--- src/mfks_pkg.sv ---
// Shared types, character codes and the signature table of the model file keyword scanner.
package mfks_pkg;

	typedef enum logic [1:0] {
		MODE_IDLE   = 2'd0,
		MODE_SKIP   = 2'd1,
		MODE_DIGITS = 2'd2
	} mode_t;

	typedef struct packed {
		logic        magic_ok;
		logic [15:0] token_total;
		logic [31:0] units_value;
	} result_t;

	localparam logic [31:0] UNITS_RESET = 32'd128;
	localparam logic [15:0] COUNT_MAX   = 16'hFFFF;

	localparam logic [7:0] CH_QUOTE   = 8'h22;
	localparam logic [7:0] CH_NUL     = 8'h00;
	localparam logic [7:0] CH_SPACE   = 8'h20;
	localparam logic [7:0] CH_COMMA   = 8'h2C;
	localparam logic [7:0] CH_NEWLINE = 8'h0A;
	localparam logic [7:0] CH_COLON   = 8'h3A;
	localparam logic [7:0] CH_ZERO    = 8'h30;
	localparam logic [7:0] CH_NINE    = 8'h39;
	localparam logic [7:0] CH_E_LOWER = 8'h65;

	// Four bytes before the final 'e' of the word Dense, oldest first.
	localparam logic [31:0] WORD_DENS  = {8'h44, 8'h65, 8'h6E, 8'h73};
	localparam logic [39:0] WORD_DENSE = {WORD_DENS, CH_E_LOWER};
	// The quoted units key without its closing quote, oldest first.
	localparam logic [47:0] WORD_UNITS = {CH_QUOTE, 8'h75, 8'h6E, 8'h69, 8'h74, 8'h73};

	function automatic logic [7:0] sig_byte(input logic [2:0] idx);
		logic [7:0] val;
		unique case (idx)
			3'd0: val = 8'h89;
			3'd1: val = 8'h48;
			3'd2: val = 8'h44;
			3'd3: val = 8'h46;
			3'd4: val = 8'h0D;
			3'd5: val = 8'h0A;
			3'd6: val = 8'h1A;
			3'd7: val = 8'h0A;
			default: val = 8'h00;
		endcase
		return val;
	endfunction

endpackage

--- src/mfks_scan.sv ---
// Scan state and combinational next-state logic of the model file keyword scanner.
module mfks_scan import mfks_pkg::*; #(
	parameter int COUNT_BITS = 16
) (
	input  logic       clk,
	input  logic       arst_n,
	input  logic       step,
	input  logic [7:0] data_byte,
	input  logic       last_byte,
	output result_t    result
);

	logic [55:0]           hist_q;
	logic [2:0]            fill_q;
	logic [3:0]            pos_q;
	logic                  match_q;
	logic [COUNT_BITS-1:0] cnt_q;
	mode_t                 mode_q;
	logic [31:0]           acc_q;
	logic [31:0]           kept_q;

	logic [2:0]            fill_n;
	logic [3:0]            pos_n;
	logic                  match_n;
	logic [COUNT_BITS-1:0] cnt_n;
	mode_t                 mode_n;
	logic [31:0]           acc_n;
	logic [31:0]           kept_n;
	logic [31:0]           kept_out;
	logic [31:0]           digit_val;
	logic [31:0]           cnt_ext;
	logic                  is_digit;
	logic                  is_delim;
	logic                  dense_hist;
	logic                  dense_end;
	logic                  units_key;
	logic                  cnt_inc;

	always_comb begin
		is_digit  = (data_byte >= CH_ZERO) && (data_byte <= CH_NINE);
		digit_val = {28'd0, data_byte[3:0]};
		is_delim  = (data_byte == CH_QUOTE) || (data_byte == CH_NUL) ||
			(data_byte == CH_SPACE) || (data_byte == CH_COMMA) ||
			(data_byte == CH_NEWLINE) || (data_byte == CH_COLON);

		pos_n   = pos_q;
		match_n = match_q;
		if (!pos_q[3]) begin
			if (data_byte != sig_byte(pos_q[2:0])) begin
				match_n = 1'b0;
			end
			pos_n = pos_q + 4'd1;
		end

		dense_hist = (fill_q >= 3'd5) && (hist_q[39:0] == WORD_DENSE);
		dense_end  = last_byte && (fill_q >= 3'd4) && (hist_q[31:0] == WORD_DENS) &&
			(data_byte == CH_E_LOWER);
		units_key  = (fill_q >= 3'd6) && (hist_q[47:0] == WORD_UNITS) &&
			(data_byte == CH_QUOTE);

		cnt_inc = (is_delim && dense_hist) || dense_end;
		cnt_n   = cnt_q;
		if (cnt_inc && (cnt_q != {COUNT_BITS{1'b1}})) begin
			cnt_n = cnt_q + {{(COUNT_BITS-1){1'b0}}, 1'b1};
		end

		mode_n = MODE_IDLE;
		acc_n  = acc_q;
		kept_n = kept_q;
		unique case (mode_q)
			MODE_SKIP: begin
				if ((data_byte == CH_COLON) || (data_byte == CH_SPACE)) begin
					mode_n = MODE_SKIP;
				end else if (is_digit) begin
					acc_n  = digit_val;
					mode_n = MODE_DIGITS;
				end
			end
			MODE_DIGITS: begin
				if (is_digit) begin
					acc_n  = {acc_q[28:0], 3'b000} + {acc_q[30:0], 1'b0} + digit_val;
					mode_n = MODE_DIGITS;
				end else if (acc_q != 32'd0) begin
					kept_n = acc_q;
				end
			end
			default: begin
				mode_n = MODE_IDLE;
			end
		endcase

		if (units_key) begin
			mode_n = MODE_SKIP;
			acc_n  = 32'd0;
		end

		kept_out = kept_n;
		if ((mode_n == MODE_DIGITS) && (acc_n != 32'd0)) begin
			kept_out = acc_n;
		end

		fill_n = (fill_q == 3'd7) ? fill_q : fill_q + 3'd1;

		cnt_ext = 32'(cnt_n);
		result.magic_ok    = match_n && pos_n[3];
		result.units_value = kept_out;
		if (cnt_ext == 32'd0) begin
			result.token_total = 16'd1;
		end else if (cnt_ext > {16'd0, COUNT_MAX}) begin
			result.token_total = COUNT_MAX;
		end else begin
			result.token_total = cnt_ext[15:0];
		end
	end

	always_ff @(posedge clk or negedge arst_n) begin
		if (!arst_n) begin
			hist_q  <= '0;
			fill_q  <= '0;
			pos_q   <= '0;
			match_q <= 1'b1;
			cnt_q   <= '0;
			mode_q  <= MODE_IDLE;
			acc_q   <= '0;
			kept_q  <= UNITS_RESET;
		end else if (step) begin
			if (last_byte) begin
				hist_q  <= '0;
				fill_q  <= '0;
				pos_q   <= '0;
				match_q <= 1'b1;
				cnt_q   <= '0;
				mode_q  <= MODE_IDLE;
				acc_q   <= '0;
				kept_q  <= UNITS_RESET;
			end else begin
				hist_q  <= {hist_q[47:0], data_byte};
				fill_q  <= fill_n;
				pos_q   <= pos_n;
				match_q <= match_n;
				cnt_q   <= cnt_n;
				mode_q  <= mode_n;
				acc_q   <= acc_n;
				kept_q  <= kept_n;
			end
		end
	end

endmodule

--- src/model_file_keyword_scanner_core.sv ---
// Top level of the model file keyword scanner: input register, scan logic and result register.
// Each byte request passes an input register and is scanned from that register.
// A result is registered in the result register when the final byte is scanned from the input register.
// One byte request is accepted every cycle; only a stalled, unread result holds the input.
// Reset clears the scan state, sets the kept units to 128 and empties both registers.
module model_file_keyword_scanner_core import mfks_pkg::*; #(
	parameter int COUNT_BITS = 16
) (
	input  logic        clk,
	input  logic        arst_n,
	input  logic        s_tvalid,
	output logic        s_tready,
	input  logic [7:0]  s_tdata,  // data_byte
	input  logic        s_tlast,  // last_byte
	output logic        m_tvalid,
	input  logic        m_tready,
	output logic [55:0] m_tdata   // magic_ok, token_total[15:0], units_value[31:0], zero pad
);

	logic       valid_s1;
	logic [7:0] byte_s1;
	logic       last_s1;
	logic       out_valid_q;
	result_t    result_q;
	result_t    result;
	logic       out_free;
	logic       step;

	assign out_free = !out_valid_q || m_tready;
	assign step     = valid_s1 && (!last_s1 || out_free);
	assign s_tready = !valid_s1 || step;

	mfks_scan #(
		.COUNT_BITS(COUNT_BITS)
	) u_scan (
		.clk       (clk),
		.arst_n    (arst_n),
		.step      (step),
		.data_byte (byte_s1),
		.last_byte (last_s1),
		.result    (result)
	);

	always_ff @(posedge clk or negedge arst_n) begin
		if (!arst_n) begin
			valid_s1 <= 1'b0;
		end else if (s_tready) begin
			valid_s1 <= s_tvalid;
		end
	end

	always_ff @(posedge clk) begin
		if (s_tvalid && s_tready) begin
			byte_s1 <= s_tdata;
			last_s1 <= s_tlast;
		end
	end

	always_ff @(posedge clk or negedge arst_n) begin
		if (!arst_n) begin
			out_valid_q <= 1'b0;
		end else if (step && last_s1) begin
			out_valid_q <= 1'b1;
		end else if (m_tready) begin
			out_valid_q <= 1'b0;
		end
	end

	always_ff @(posedge clk) begin
		if (step && last_s1) begin
			result_q <= result;
		end
	end

	assign m_tvalid = out_valid_q;
	assign m_tdata  = {7'd0, result_q.units_value, result_q.token_total, result_q.magic_ok};

endmodule

--- config.mk ---
export PLATFORM = sky130hd
export DESIGN_NAME = model_file_keyword_scanner_core
export DESIGN_NICKNAME = d
export VERILOG_FILES = /design/src/mfks_pkg.sv /design/src/mfks_scan.sv /design/src/model_file_keyword_scanner_core.sv
export SDC_FILE = /design/constraint.sdc
export NUM_CORES = 1
export LEC_CHECK = 0
export BUFFER_PORTS_ARGS = -buffer_cell sky130_fd_sc_hd__buf_2
export CAP_MARGIN = 15
export CORE_ASPECT_RATIO = 1.5
export CORE_MARGIN = 2
export CORE_UTILIZATION = 60
export CTS_BUF_LIST = sky130_fd_sc_hd__clkbuf_4 sky130_fd_sc_hd__clkbuf_8 sky130_fd_sc_hd__clkbuf_16
export DETAILED_ROUTE_END_ITERATION = 6
export PLACE_DENSITY = 0.79
export SLEW_MARGIN = 20
export SYNTH_ARGS = -nofsm -noshare
export SYNTH_HDL_FRONTEND = slang
export SYNTH_HIERARCHICAL = 1
export SYNTH_SLANG_ARGS = --single-unit
--- constraint.sdc ---
create_clock -name clk -period 11.8 [get_ports clk]
set_clock_uncertainty 0.2 [all_clocks]
set_input_delay 0.59 -clock clk [delete_from_list [all_inputs] [get_ports clk]]
set_output_delay 0.59 -clock clk [all_outputs]
set_load 0.005 [all_outputs]
==> impl_metrics.py <==
metrics = {
    "clock_tree": {
        "cts-root-buf": "clkbuf_16",
        "cts.sinks": 198,
        "path_clk_slew_ns": 0.08,
        "post_cts_buffers": 0,
        "clockBufferDepth": 2,
        "cts_resized": 0,
        "cts_tree": "yes",
        "cts_hold_buf": 0,
        "numCtsBuffers": 17,
        "htreeDepth": 4,
        "clkLatencyLatePin_ns": 0.45,
    },
    "power": {
        "vdd_drop_max_mv": 0.110,
        "power.share.sequential": 0.516,
        "p_leak_nw": 5.80,
        "power_density_nw_per_um2": 116,
        "p_sw_w": 0.000392,
        "p_int_w": 0.00110,
        "p_clk_frac": 0.398,
        "power_frac_comb": 0.086,
        "switching_share": 0.264,
    },
    "global_route": {
        "met3_usage": 0.0448,
        "grt.busiest_layer": "met2",
        "grt_remaining_overflow": 0,
        "grt_pass1_vias": 9648,
        "grt_max_degree": 91,
        "grt_util_met1": 0.375,
        "antenna_found_initial": 0,
        "met2_usage": 0.562,
        "track_usage": 0.319,
        "grt_first_pass_wirelength_mm": 51.7,
    },
    "drt": {
        "drt-vias-per-instance": 6.54,
        "drc": 0,
        "dr.pass1.iters": 5,
        "wl_mm": 32.5,
        "via_count": 9608,
        "antenna_left": 0,
        "routedWlPerCell_um": 22.1,
        "drtIter0Drc": 764,
    },
    "timing": {
        "hold_viol_final": 1,
        "max_freq_ghz": 0.181,
        "finalHoldWorstSlack_ns": -0.00704,
        "slew_headroom": 0.309,
        "fin_crit_ns": 5.54,
        "rsz0062_at_grt": "false",
        "fin_crit_sh": 0.469,
        "setup_viol": 0,
        "final_max_slew_viol_count": 0,
        "tns_ns": 0,
        "worst_pin_slew_ns": 1.03,
    },
    "worst_setup_path": {
        "worstPathRequired_ns": 11.80,
        "regToRegEndpoint": "m_tdata[40]$_DFFE_PP_",
        "path_cells": "fa_1, ha_1, a211oi_2, o21a_1, o21a_1, o211ai_2, and4_1, a211o_1, o41ai_1, and4bb_2, a41oi_4, buf_4, mux2_4",
        "r2r-start": "byte_s1[3]$_DFFE_PP_",
        "reg2reg_setup_slack_ns": 6.26,
        "cp_num_buf_inv": 1,
        "end_kind": "flip-flop",
        "path_delay_family": "compound AO/OA/AOI/OAI gates",
        "cp_data_arrival_time_ns": 5.54,
        "crit_type": "reg2reg",
        "reg2reg_depth": 13,
        "slowest_stage": "edfxtp_1",
        "startpoint_type": "flip-flop",
        "cp_max_fo": 17,
        "critPathMostFrequentCell": "o21a_1",
        "slowest_delay_ns": 0.63,
    },
    "die": {
        "coreArea_um2": 19200,
        "start_util": 0.614,
        "io_pins": 71,
        "dieArea_um2": 20800,
        "die_w_um": 118,
        "num_rows": 62,
        "die_h_um": 175,
    },
    "logic_synthesis": {
        "synth_top_area_share": 0.294,
        "async_flop_share": 0.707,
        "synth-edff-count": 58,
        "synth.avg_cell_area_um2": 10.0,
        "yosys-top-cells-count": "138 x dfrtp_1, 112 x nand2_1, 71 x o21ai_0, 68 x ha_1, 60 x a21oi_1",
        "yosysMostFrequentCell": "dfrtp_1",
        "synth-main-ff-cell": "dfrtp_1",
        "synthDistinctLibCells": 94,
        "synth_area_um2": 11800,
        "yosys_register_bits": 198,
        "netlist_instances": 1176,
        "synth_top_area_cell": "dfrtp_1",
        "yosysSeqAreaShare": 0.446,
        "synth_area_leaders": "dfrtp_1 29%, edfxtp_1 15%, ha_1 7.2%",
        "yosys_warnings": 6,
    },
    "layout": {
        "drive_gt1_frac": 0.119,
        "fin_nets": 1282,
        "fin_util": 0.669,
        "nFillCells": 1539,
        "syn2layout_area_growth_pct": 8.95,
        "diodes": 0,
    },
    "placed_design": {
        "dp_hpwl_mm": 22.3,
        "routabilityCongestion": 0.997,
        "io_buffer_count": 63,
    },
    "flow_run": {
        "cap_violations": 0,
    },
    "outcome": {
        "violations": "hold timing",
        "status": "complete, but fails checks",
    },
    "hold_path": {
        "hold_class": "in2async",
    },
}
-- state kept, by name (all words and copies together), names as in the netlist --
signal / flops
m_tdata: 49
u_scan/hist_q: 48
u_scan/acc_q: 32
u_scan/kept_q: 32
u_scan/cnt_q: 16
byte_s1: 8
u_scan/pos_q: 4
u_scan/fill_q: 3
u_scan/mode_q: 2
last_s1: 1
m_tvalid: 1
u_scan/match_q: 1
valid_s1: 1
-- per-layer routing --
layer	share of wire	vias up
met2	0.52	364
met5	0	-
met4	0.051	0
li1	-	4413
met3	0.043	107
met1	0.39	4724
-- cell usage in the layout (no fill, tap or decap), types with 6 or more instances in the layout --
| master | instances |
|---|---|
| and4_1 | 8 |
| o21a_1 | 9 |
| nand2_1 | 112 |
| a21o_1 | 13 |
| o22ai_1 | 10 |
| xor2_1 | 12 |
| dfrtp_1 | 138 |
| o21ai_1 | 21 |
| clkbuf_16 | 19 |
| a22o_1 | 48 |
| inv_1 | 58 |
| nor2_1 | 44 |
| nand4_1 | 17 |
| buf_4 | 11 |
| o21bai_1 | 8 |
| nor3_1 | 19 |
| xnor2_1 | 24 |
| nor4bb_1 | 6 |
| a31oi_1 | 11 |
| nand3b_1 | 26 |
| nand2b_1 | 7 |
| conb_1 | 7 |
| mux2i_1 | 42 |
| a21oi_1 | 60 |
| o2bb2ai_1 | 16 |
| nor4_1 | 20 |
| o31ai_1 | 28 |
| edfxtp_1 | 58 |
| o21ai_0 | 70 |
| buf_2 | 62 |
| nand3_1 | 20 |
| or3_1 | 10 |
| ha_1 | 68 |
| and3_1 | 13 |
-- final cells by class --
type                    instances  area [um2]  area share
clock buffers                  21         503      0.0393
flip-flops and latches        198        5250       0.410
repair buffers                 74         404      0.0315
multi-input cells             847        6010       0.469
well taps                     256         320      0.0250
inverters                      61         229      0.0179
clock inverters                11        95.1     0.00742
-- power groups by stage --
stage                     Clock, W  Sequential (W)  Combinational (W)
after floorplan                  0        0.000768          0.0000895
after global placement           0        0.000780           0.000123
after detailed placement         0        0.000780           0.000128
after CTS                 0.000600        0.000767           0.000129
after global routing      0.000624        0.000771           0.000142
final                     0.000592        0.000767           0.000129
-- through the flow --
step | instance area (um2) | setup WS, ns | power [W] | cells
final | 12800 | 6.26 | 0.00149 | 1468
after global routing | 12800 | 6.15 | 0.00154 | 1468
after CTS | 12800 | 6.35 | 0.00149 | 1468
after detailed placement | 12200 | 6.40 | 0.000908 | 1436
after global placement | 12200 | 6.46 | 0.000903 | 1436
after floorplan | 11800 | 7.65 | 0.000858 | 1182
-- cell families after synthesis --
family,after synthesis,share of synthesized area
fa+ha+maj,70,0.0757
simple gates,340,0.158
other cells,1,0.000319
buf+inv,137,0.0499
compound gates,345,0.200
xor+xnor,36,0.0268
mux,49,0.0434
flops,198,0.446
-- worst max-delay path by stage --
stage,from,endpoint,depth (start not counted)
detailed placement,byte_s1[3]$_DFFE_PP_,m_tdata[40]$_DFFE_PP_,13
global route,byte_s1[3]$_DFFE_PP_,m_tdata[40]$_DFFE_PP_,13
CTS,byte_s1[3]$_DFFE_PP_,m_tdata[40]$_DFFE_PP_,13
finish,byte_s1[3]$_DFFE_PP_,m_tdata[40]$_DFFE_PP_,13
global placement,byte_s1[3]$_DFFE_PP_,m_tdata[40]$_DFFE_PP_,13
floorplan,byte_s1[3]$_DFFE_PP_,m_tdata[18]$_DFFE_PP_,13
Note: power is estimated with default switching activity, not from simulation.
